===== config.mk =====
export PLATFORM = sky130hd
export DESIGN_NAME = texel_address_wrap
export DESIGN_NICKNAME = d
export VERILOG_FILES = /design/src/design/taw_pkg.sv /design/src/design/texel_address_wrap.sv
export SDC_FILE = /design/constraint.sdc
export NUM_CORES = 2
export LEC_CHECK = 0
export BUFFER_PORTS_ARGS = -buffer_cell sky130_fd_sc_hd__clkbuf_2
export CELL_PAD_IN_SITES_DETAIL_PLACEMENT = 0
export CELL_PAD_IN_SITES_GLOBAL_PLACEMENT = 1
export CORE_ASPECT_RATIO = 1.75
export CORE_MARGIN = 2
export CORE_UTILIZATION = 25
export DETAILED_ROUTE_END_ITERATION = 16
export PLACE_DENSITY_LB_ADDON = 0.1
export SYNTH_ARGS = -nofsm -noshare
export SYNTH_HDL_FRONTEND = slang
export SYNTH_SLANG_ARGS = --single-unit

===== constraint.sdc =====
create_clock -name i_clk -period 10.3 [get_ports i_clk]
set_input_delay 0.515 -clock i_clk [delete_from_list [all_inputs] [get_ports i_clk]]
set_output_delay 0.515 -clock i_clk [all_outputs]
set_load 0.01 [all_outputs]

===== src/design/taw_pkg.sv =====
// taw_pkg: shared types and constants for the texel address wrap block.
// Depends on nothing; imported by texel_address_wrap, taw_chk and tb_top.
package taw_pkg;

    localparam int COORD_W    = 24;   // unsigned fixed-point coordinate
    localparam int INDEX_W    = 24;   // linear texel index
    localparam int CFG_SIZE_W = 13;   // width / height register
    localparam int CFG_IDX_W  = 2;    // register index on the config port
    localparam int MODE_W     = 2;
    localparam int LANES      = 2;    // u and v axes

    typedef enum logic [MODE_W-1:0] {
        WRAP_REPEAT = 2'd0,
        WRAP_MIRROR = 2'd1,
        WRAP_CLAMP  = 2'd2
    } t_wrap_mode;

    typedef enum logic [CFG_IDX_W-1:0] {
        REG_TEX_WIDTH  = 2'd0,
        REG_TEX_HEIGHT = 2'd1,
        REG_WRAP_MODE  = 2'd2
    } t_reg_idx;

    localparam logic [CFG_SIZE_W-1:0] RST_TEX_SIZE = 13'd2;
    localparam logic [MODE_W-1:0]     RST_MODE     = WRAP_CLAMP;

endpackage


===== src/design/texel_address_wrap.sv =====
// texel_address_wrap: texture coordinate pair to linear texel index.
// Throughput 1 item per cycle while the result side keeps taking items, set by a
// five-stage pipeline (scale multiply, round, wrap, row multiply, add) with one
// valid bit per stage and a ready chain for stalls.
// Reset (synchronous, i_rst_n low) empties the pipeline and loads tex_width 2,
// tex_height 2, wrap mode clamp to edge. Depends on taw_pkg.
module texel_address_wrap
    import taw_pkg::*;
#(
    parameter int MAX_DIM   = 4096,
    parameter int FRAC_BITS = 16
) (
    input  logic                  i_clk,
    input  logic                  i_rst_n,
    // configuration write port
    input  logic                  i_cfg_we,
    input  logic [CFG_IDX_W-1:0]  i_cfg_addr,
    input  logic [CFG_SIZE_W-1:0] i_cfg_wdata,
    // input item channel
    input  logic                  i_valid,
    output logic                  o_ready,
    input  logic [COORD_W-1:0]    i_coord_u,
    input  logic [COORD_W-1:0]    i_coord_v,
    // result item channel
    output logic                  o_valid,
    input  logic                  i_ready,
    output logic [INDEX_W-1:0]    o_texel_index
);

    // Effective size width: enough for MAX_DIM, never more than the register.
    localparam int DIM_W  = $clog2(MAX_DIM + 1);
    localparam int SIZE_W = (DIM_W < CFG_SIZE_W) ? DIM_W : CFG_SIZE_W;
    // Scaled fraction product, rounded value (may equal size), whole part + carry.
    localparam int PROD_W = FRAC_BITS + SIZE_W;
    localparam int RND_W  = SIZE_W + 1;
    localparam int K_W    = COORD_W - FRAC_BITS + 1;
    localparam int SUM_W  = 2 * SIZE_W + 1;
    localparam int STAGES = 5;

    localparam logic [PROD_W:0] HALF = (PROD_W + 1)'(1) << (FRAC_BITS - 1);

    // ------------------------------------------------------------------
    // Configuration registers
    // ------------------------------------------------------------------
    logic [CFG_SIZE_W-1:0] r_tex_width;
    logic [CFG_SIZE_W-1:0] r_tex_height;
    logic [MODE_W-1:0]     r_wrap_mode;

    always_ff @(posedge i_clk) begin
        if (!i_rst_n) begin
            r_tex_width  <= RST_TEX_SIZE;
            r_tex_height <= RST_TEX_SIZE;
            r_wrap_mode  <= RST_MODE;
        end else if (i_cfg_we) begin
            case (i_cfg_addr)
                REG_TEX_WIDTH:  r_tex_width  <= i_cfg_wdata;
                REG_TEX_HEIGHT: r_tex_height <= i_cfg_wdata;
                REG_WRAP_MODE:  r_wrap_mode  <= i_cfg_wdata[MODE_W-1:0];
                default: ;  // unknown register index: ignored
            endcase
        end
    end

    // Effective sizes: zero acts as one, anything above MAX_DIM as MAX_DIM.
    // The user must make sure config only changes while the pipeline is empty;
    // the block does not enforce it. The live values serve every stage.
    logic [SIZE_W-1:0] n_size [LANES];

    always_comb begin
        if (r_tex_width == '0) begin
            n_size[0] = SIZE_W'(1);
        end else if (32'(r_tex_width) > MAX_DIM) begin
            n_size[0] = SIZE_W'(MAX_DIM);
        end else begin
            n_size[0] = SIZE_W'(r_tex_width);
        end
        if (r_tex_height == '0) begin
            n_size[1] = SIZE_W'(1);
        end else if (32'(r_tex_height) > MAX_DIM) begin
            n_size[1] = SIZE_W'(MAX_DIM);
        end else begin
            n_size[1] = SIZE_W'(r_tex_height);
        end
    end

    // ------------------------------------------------------------------
    // Pipeline control: a stage takes a new item when it is empty or its
    // item moves on in the same cycle.
    // ------------------------------------------------------------------
    logic [STAGES-1:0] r_vld;
    logic [STAGES-1:0] n_rdy;

    always_comb begin
        n_rdy[STAGES-1] = !r_vld[STAGES-1] || i_ready;
        for (int s = STAGES - 2; s >= 0; s--) begin
            n_rdy[s] = !r_vld[s] || n_rdy[s+1];
        end
    end

    always_ff @(posedge i_clk) begin
        if (!i_rst_n) begin
            r_vld <= '0;
        end else begin
            if (n_rdy[0]) begin
                r_vld[0] <= i_valid;
            end
            for (int s = 1; s < STAGES; s++) begin
                if (n_rdy[s]) begin
                    r_vld[s] <= r_vld[s-1];
                end
            end
        end
    end

    assign o_ready = n_rdy[0];
    assign o_valid = r_vld[STAGES-1];

    // ------------------------------------------------------------------
    // Stage 1: split each coordinate into whole and fraction parts and
    // scale the fraction by the axis size. round(c*size) = whole*size +
    // round(frac*size), so the wrap needs no divider.
    // ------------------------------------------------------------------
    logic [COORD_W-1:0] n_coord [LANES];
    logic [PROD_W-1:0]  r1_prod [LANES];
    logic [K_W-1:0]     r1_whole[LANES];

    assign n_coord[0] = i_coord_u;
    assign n_coord[1] = i_coord_v;

    always_ff @(posedge i_clk) begin
        if (n_rdy[0] && i_valid) begin
            for (int l = 0; l < LANES; l++) begin
                r1_prod[l]  <= PROD_W'(n_coord[l][FRAC_BITS-1:0]) * PROD_W'(n_size[l]);
                r1_whole[l] <= K_W'({1'b0, n_coord[l]} >> FRAC_BITS);
            end
        end
    end

    // ------------------------------------------------------------------
    // Stage 2: round half up. A rounded fraction equal to the size carries
    // into the whole part, leaving rem < size and t = k*size + rem.
    // ------------------------------------------------------------------
    logic [PROD_W:0]   n_rsum[LANES];
    logic [RND_W-1:0]  n_rnd [LANES];
    logic              n_hit [LANES];
    logic [SIZE_W-1:0] r2_rem[LANES];
    logic [K_W-1:0]    r2_k  [LANES];

    always_comb begin
        for (int l = 0; l < LANES; l++) begin
            n_rsum[l] = (PROD_W + 1)'(r1_prod[l]) + HALF;
            n_rnd[l]  = n_rsum[l][PROD_W:FRAC_BITS];
            n_hit[l]  = (n_rnd[l] == RND_W'(n_size[l]));
        end
    end

    always_ff @(posedge i_clk) begin
        if (n_rdy[1] && r_vld[0]) begin
            for (int l = 0; l < LANES; l++) begin
                r2_rem[l] <= n_hit[l] ? '0 : n_rnd[l][SIZE_W-1:0];
                r2_k[l]   <= n_hit[l] ? (r1_whole[l] + K_W'(1)) : r1_whole[l];
            end
        end
    end

    // ------------------------------------------------------------------
    // Stage 3: wrap mode, same for both axes.
    //   repeat: rem; mirror: odd period reflects; clamp: past the edge
    //   pins to size-1. Mode code 3 behaves as clamp.
    // ------------------------------------------------------------------
    logic [SIZE_W-1:0] n_wrap[LANES];
    logic [SIZE_W-1:0] r3_pos[LANES];

    always_comb begin
        for (int l = 0; l < LANES; l++) begin
            case (r_wrap_mode)
                WRAP_REPEAT: n_wrap[l] = r2_rem[l];
                WRAP_MIRROR: n_wrap[l] = r2_k[l][0]
                                       ? (n_size[l] - r2_rem[l] - SIZE_W'(1))
                                       : r2_rem[l];
                default:     n_wrap[l] = (r2_k[l] != '0)
                                       ? (n_size[l] - SIZE_W'(1))
                                       : r2_rem[l];
            endcase
        end
    end

    always_ff @(posedge i_clk) begin
        if (n_rdy[2] && r_vld[1]) begin
            r3_pos <= n_wrap;
        end
    end

    // ------------------------------------------------------------------
    // Stage 4: row offset y * width.  Stage 5: add column, keep 24 bits.
    // ------------------------------------------------------------------
    logic [2*SIZE_W-1:0] r4_row;
    logic [SIZE_W-1:0]   r4_col;
    logic [INDEX_W-1:0]  r5_index;

    always_ff @(posedge i_clk) begin
        if (n_rdy[3] && r_vld[2]) begin
            r4_row <= (2 * SIZE_W)'(r3_pos[1]) * (2 * SIZE_W)'(n_size[0]);
            r4_col <= r3_pos[0];
        end
    end

    always_ff @(posedge i_clk) begin
        if (n_rdy[4] && r_vld[3]) begin
            r5_index <= INDEX_W'(SUM_W'(r4_row) + SUM_W'(r4_col));
        end
    end

    assign o_texel_index = r5_index;

endmodule


Word level (Yosys, flattened, before mapping):

Memory sizes are Yosys's and may differ from the RTL's.
Cells that the tools add are included.
W data, S select, Z words.

* reduce and logical (&&, ||, !) cells: 24
* multiply operators: 3
* bitwise operators: 0
* add/subtract/negate cells: 11
* equality and inequality tests: 5
* div/mod/pow operators: 0
* order comparisons: 2
* muxes and demuxes: 18
* shifts and indexed selects: 0

Operator list (count)
* $mux W13: 10
* $add A29 B16 Y30 const B: 2
* $mul A16 B13 Y29: 2
* $pmux W13 S2: 2
* $sub A13 B1 Y13 const B: 4
* $eq A14 B13 Y1: 2
* $gt A13 B13 Y1 const B: 2
* $logic_not A13 Y1: 2
* $sub A13 B13 Y13: 2
* $add A24 B13 Y24: 1
* $mul A13 B13 Y24: 1
* $add A9 B1 Y9 const B: 2
* $mux W9: 2
* $reduce_bool A9 Y1: 2
* $reduce_and A2 Y1: 3
* $logic_and A1 B1 Y1: 5
* $logic_not A1 Y1: 5
* $logic_or A1 B1 Y1: 5
* $eq A2 B1 Y1 const B: 2
* $logic_not A2 Y1: 2
* $mux W1: 4
* $eq A2 B2 Y1 const B: 1

* memories: 4
* bits of input ports: 68
* register bits: 120
* memory bits (writable): 118
* output and inout bits: 26
* bits in latches: 0
* word-level logic and storage cells: 80
* memory bits (read-only): 0

Memories
* r1_prod: depth 2, bits a word 29, rd ports 2, clocked after Yosys merged registers in 0, wr ports 2, line texel_address_wrap.sv:124 `logic [PROD_W-1:0] r1_prod [LANES];`
* r2_rem: depth 2, bits a word 13, rd ports 2, clocked after Yosys merged registers in 0, wr ports 2, line texel_address_wrap.sv:146 `logic [SIZE_W-1:0] r2_rem[LANES];`
* r2_k: depth 2, bits a word 9, rd ports 2, clocked after Yosys merged registers in 0, wr ports 2, line texel_address_wrap.sv:147 `logic [K_W-1:0] r2_k [LANES];`
* r1_whole: depth 2, bits a word 8, rd ports 2, clocked after Yosys merged registers in 0, wr ports 2, line texel_address_wrap.sv:125 `logic [K_W-1:0] r1_whole[LANES];`

Longest topological paths before layout:

* depth after elaboration: 9
* mapped depth: 26
* mapped depth without buffers: 23

Worst setup path after synthesis:

Ideal clock, no wire load.

* path kind: flip-flop to flip-flop
* start: reg r_tex_height[4]
* end: mem r1_prod[0][57] in the netlist's numbering (data pin)
* data required time: 10040 ps
* data arrival time: 6185 ps
* cell stages (with the launch flop): 26
* clock period less this slack: 6445 ps
* slack: 3855 ps
* setup time: 260 ps
* path buffers: 2
* cells stage by stage: dfxtp_1 > nor4_2 > nand3_2 > o21ai_2 > and2_1 > buf_6 > clkbuf_1 > nand2_1 > fa_1 > fa_1 > inv_1 > fa_1 > fa_1 > inv_1 > fa_1 > inv_1 > ha_1 > a21oi_1 > o21bai_1 > and4b_1 > a31oi_1 > and4_1 > o31a_1 > a211o_1 > a21oi_1 > xnor2_1

RTL lines
* start: declaration: line texel_address_wrap.sv:46 `logic [CFG_SIZE_W-1:0] r_tex_height;`
* start signal: assignment: line texel_address_wrap.sv:57 `REG_TEX_HEIGHT: r_tex_height <= i_cfg_wdata;`
* end: declaration: line texel_address_wrap.sv:124

==> results <==
- The tool flagged a number of max-cap violations equal to 0.
- The start-to-end type of the worst setup path is reg2reg.
- The floorplan die height is about 450 um.
- The remaining antenna violation count is 0.
- The share of synthesized registers carrying an async set or reset is 0.
- The largest net degree at the start of global routing is 56.
- The detailed-router iteration count before antenna repair is 5.
- The later pin in the worst-skew pair is clocked with a latency of 560 ps.
- The count of nets after finishing is ~3900.
- The sequential power share is 0.359.
- For this design the total switching power over the nets is approximately 1.1 mW.
- The most repeated cell in the gate-level netlist after synthesis is sky130_fd_sc_hd__inv_1.
- Of the synthesized area, sequential elements account for 0.204.
- The synthesized design contains about 180 enable-type register cells.
- The fraction of the core area covered by cells at the end of the flow is 0.277.
- The share of cell area taken by muxes after synthesis is 0.00393.
- Global routing finished with a remaining overflow of 0.
- Synthesis produced a netlist with a net count of 3863.
- The xor and xnor area share after synthesis is 0.0498.
- The design draws between 2 and 3 mW.
- A synthesized cell averages about 9.3 sq um.
- Setup repair after global routing left no endpoint under its margin.
- The type of the worst min-delay path is in2reg.
- Along the worst hold path, the cell count comes to 1.
- Setup violations remaining at the end of the flow were counted as 0.
- The portion of total power attributed to the clock network is 0.285.
- The starting density of the core is 0.252.
- CTS placed an instance of sky130_fd_sc_hd__clkbuf_16 at the clock tree root.
- After synthesis, the largest family of logic cells by area is adder cells.
- The proportion of power drawn by combinational gates is 0.356.
- The maximum vdd drop is around 0.09 mV.
- The top flip-flop cell by instance count after synthesis is sky130_fd_sc_hd__edfxtp_1.
- The power per cell area is between 90 and 100 mW/mm^2.
- The synthesized flop and latch total is 208.
- The worst setup path is launched from a flop.
- The first global-routing pass estimated between 100 and 150 mm of wire.
- The adder-cell area share of the yosys netlist is 0.402.
- In this run the cell area of the synthesized design comes to around 0.029 sq mm.
- In this run the horizontal extent of the chip is about 260 um.
- The quantity of I/O buffers inserted on ports is just over 90.
- The area fraction in compound gates after synthesis is 0.0662.
- Adding up every negative setup slack in the final design gives 0 ps.
- The clock skew after layout is 13.5 ps.
- In the final routed layout, each cell accounts on average for 19.9 um.
- By count the netlist is led by sky130_fd_sc_hd__inv_1, sky130_fd_sc_hd__nand2_1, sky130_fd_sc_hd__fa_1, sky130_fd_sc_hd__and2_1, sky130_fd_sc_hd__ha_1.
- The total of warnings raised by yosys is 0.
- For the worst flop-to-flop path, the logic depth is 23.
- The startpoint identified for the worst hold timing path is i_coord_v[18].
- The layout overhead on the synthesized area is 10.1%.
- The detail-routed via count per cell is between 4 and 5.
- In this run the number of H-tree levels came out at 1.
- The largest area contributor in the synthesized netlist is sky130_fd_sc_hd__fa_1.
- Detailed placement finished with a half-perimeter wire length of 75.7 mm.
- The capture endpoint of the worst hold path is r1_whole[0][10].
- 94 I/O pins were placed.
- Of the post-synthesis cell area, the dominant cell type holds 0.296.
- The overall global routing resource usage is 0.161.
- The switching share of power is 0.362.
- The floorplan step defined a core boundary enclosing around 0.12 sq mm.
- The internal power of the cells totals 1.89 mW.
- The headroom to the max-slew limit is 0.259.
- The congestion estimate from routability-driven global placement came to around 0.82.
- The longest clock path from root to sink contains 3 buffers.
- The start of the worst register-to-register path is r_tex_height[2].
- TritonCTS built the clock tree.
- The worst setup path is captured at a flop.
- The fill cell total of the finished layout is roughly 12000.
- The floorplan has roughly 170 rows.
- The fraction of layout instances using a drive strength above 1 is 0.0693.
- In the routed design, unresolved DRC markers number 0.
- The clock slew seen by the registers of the worst setup and hold paths is 60 ps.
- At the pin with the least slew margin, the transition time is around 1100 ps.
- The floorplan die area is 0.119 sq mm.
- The starting DRC count in detailed routing is 727.
- After technology mapping, the gate count stands at 3121.
- The endpoint of the most critical register-to-register path is r1_prod[0][57].
- Along the worst path, the maximum fanout reaches 18.
- The max-slew violation total from the final report is 0.
- The run finished with clean final reports.
- Across all setup checks in the final design, the least slack found is 2820 ps.
- In the post-synthesis netlist, the biggest area contributors are sky130_fd_sc_hd__fa_1, sky130_fd_sc_hd__edfxtp_1, sky130_fd_sc_hd__ha_1, sky130_fd_sc_hd__inv_1, sky130_fd_sc_hd__nand2_1.
- The quantity of gates resized following cts is 0.
- Yosys mapped the design onto 71 distinct sky130hd cell types.
- The leakage power of the design is 14.9 nW.
- The endpoint arrival time on the critical path is around 7800 ps.
- Based on the critical path, the design can be clocked at up to approximately 130 MHz.
- After detailed routing, the total wire length is 92.7 mm.
- The number of setup buffers added after CTS is 0.
- The number of hold violations in the final report is 0.
- The via count of the first global-routing pass was roughly 23000.
- Of the total synthesized cell area, the portion taken by AND, OR, NAND and NOR gates is 0.177.
- The total CTS buffers is 23.
- The smallest hold slack is 132 ps.
- Data on the critical path is required at its endpoint by 10600 ps.
- The clock drives ~210 sinks.
- Prior to clock tree synthesis, the placed netlist has a worst setup slack of between 2000 and 3000 ps.
- The final route contains between 20000 and 25000 vias.
- In this run the register-to-register setup slack is 2820 ps.
- In the finished design, the share of the clock period the worst path needs comes to 0.727.
- After layout, the minimum clock period comes to between 7000 and 8000 ps.
- The number of antenna violations at the first check in global routing is 5.
- The number of hold-repair buffers added at the cts stage is 0.
-- worst max-delay path by stage --
stage | from | depth (start not counted) | slack, ps | to
after CTS | r_tex_height[4] | 23 | 2740 | r1_prod[0][57]
after global routing | r_tex_height[4] | 23 | 2370 | r1_prod[0][57]
after detailed placement | r_tex_height[4] | 23 | 2740 | r1_prod[0][57]
final | r_tex_height[2] | 23 | 2820 | r1_prod[0][57]
after global placement | r_tex_height[2] | 23 | 2770 | r1_prod[0][57]
after floorplan | r_tex_height[4] | 25 | 3860 | r1_prod[0][57]
-- final cells by class --
type / count / area [sq um] / area share
multi-input cells: 2172 / 20400 / 0.638
flip-flops and latches: 208 / 5920 / 0.185
inverters: 589 / 2210 / 0.0693
well taps: 1503 / 1880 / 0.0589
repair buffers: 138 / 803 / 0.0252
clock buffers: 23 / 576 / 0.0180
clock inverters: 17 / 169 / 0.00529
diodes: 1 / 2.50 / 0.0000784
-- cell usage in the layout, fill, tap and decap left out, types with 8 or more instances in the layout --
cell                        Yosys  final
sky130_fd_sc_hd__nand2_1      442    442
sky130_fd_sc_hd__clkbuf_2       0     93
sky130_fd_sc_hd__and2_1       264    264
sky130_fd_sc_hd__nor2_1       101    100
sky130_fd_sc_hd__nand3_1       42     42
sky130_fd_sc_hd__ha_1         245    245
sky130_fd_sc_hd__a21oi_1       70     70
sky130_fd_sc_hd__and3_1        34     34
sky130_fd_sc_hd__a31oi_1       13     12
sky130_fd_sc_hd__xor2_1        51     51
sky130_fd_sc_hd__nor2b_1       30     16
sky130_fd_sc_hd__o21bai_1      11     11
sky130_fd_sc_hd__nor3_1        40     40
sky130_fd_sc_hd__a21boi_0      33     31
sky130_fd_sc_hd__nor2b_2        0     12
sky130_fd_sc_hd__a21o_1        22     22
sky130_fd_sc_hd__dfxtp_1       33     31
sky130_fd_sc_hd__o21ai_0       43     43
sky130_fd_sc_hd__inv_1        589    589
sky130_fd_sc_hd__xnor2_1      110    110
sky130_fd_sc_hd__and4_1        10     10
sky130_fd_sc_hd__o211ai_1      14     14
sky130_fd_sc_hd__a211oi_1      21     21
sky130_fd_sc_hd__clkbuf_16      0     23
sky130_fd_sc_hd__or3_1         11     11
sky130_fd_sc_hd__edfxtp_1     175    175
sky130_fd_sc_hd__mux2i_1        8      8
sky130_fd_sc_hd__nand4_1       22     22
sky130_fd_sc_hd__fa_1         429    429
sky130_fd_sc_hd__buf_4          2     45
-- state kept, by name, indices dropped and copies added, names as in the netlist, 16 cells and up --
name           cells
r2_rem            26
r3_pos            26
r1_prod           28
r1_whole          16
r2_k              18
o_texel_index     24
r4_row            24
-- per-layer routing --
layer / GRT usage / vias up / share of wire
met1: 0.156 / 10700 / 0.35
li1: - / 9765 / -
met5: 0 / - / 0.00038
met3: 0.0128 / 113 / 0.021
met2: 0.341 / 271 / 0.60
met4: 0.0548 / 6 / 0.036
-- per-stage QoR --
step / instances / instance area, sq um
global route: 4651 / 31900
finish: 4651 / 31900
detailed placement: 4610 / 31200
CTS: 4650 / 31900
global placement: 4610 / 31200
floorplan: 3121 / 29000
-- logic make-up (layout without fill, tap and decap cells) --
family | count (synthesis) | in the layout
flip-flops | 208 | 208
other | 0 | 1
AO/OA/AOI/OAI | 286 | 286
buffers and inverters | 741 | 767
XOR/XNOR | 163 | 163
multiplexers | 11 | 11
AND/OR/NAND/NOR | 1038 | 1038
adder cells (fa/ha/maj) | 674 | 674
-- critical path, stage by stage, from the launching register on --
cell and delay [ps]:
sky130_fd_sc_hd__dfxtp_1 360, sky130_fd_sc_hd__nor4_2 420, sky130_fd_sc_hd__nand3_2 150, sky130_fd_sc_hd__o21ai_2 270, sky130_fd_sc_hd__and2_1 860, sky130_fd_sc_hd__nand2_1 210
sky130_fd_sc_hd__fa_1 560, sky130_fd_sc_hd__fa_1 530, sky130_fd_sc_hd__inv_1 60, sky130_fd_sc_hd__fa_1 490, sky130_fd_sc_hd__fa_1 490, sky130_fd_sc_hd__inv_1 40
sky130_fd_sc_hd__fa_1 470, sky130_fd_sc_hd__inv_1 40, sky130_fd_sc_hd__ha_1 290, sky130_fd_sc_hd__a21oi_1 200, sky130_fd_sc_hd__o21bai_1 70, sky130_fd_sc_hd__and4b_1 230
sky130_fd_sc_hd__a31oi_1 230, sky130_fd_sc_hd__and4_1 330, sky130_fd_sc_hd__o31a_1 350, sky130_fd_sc_hd__a211o_1 300, sky130_fd_sc_hd__a21oi_1 180, sky130_fd_sc_hd__xnor2_1 70
-- power groups by stage --
stage / logic, mW / registers (mW) / clock network (mW)
after global placement: 1.09 / 1.08 / 0
after global routing: 1.21 / 1.07 / 0.906
final: 1.05 / 1.06 / 0.845
after floorplan: 0.746 / 1.04 / 0
after detailed placement: 1.09 / 1.08 / 0
after CTS: 1.10 / 1.06 / 0.883
Note: power is estimated with default switching activity, not from simulation.
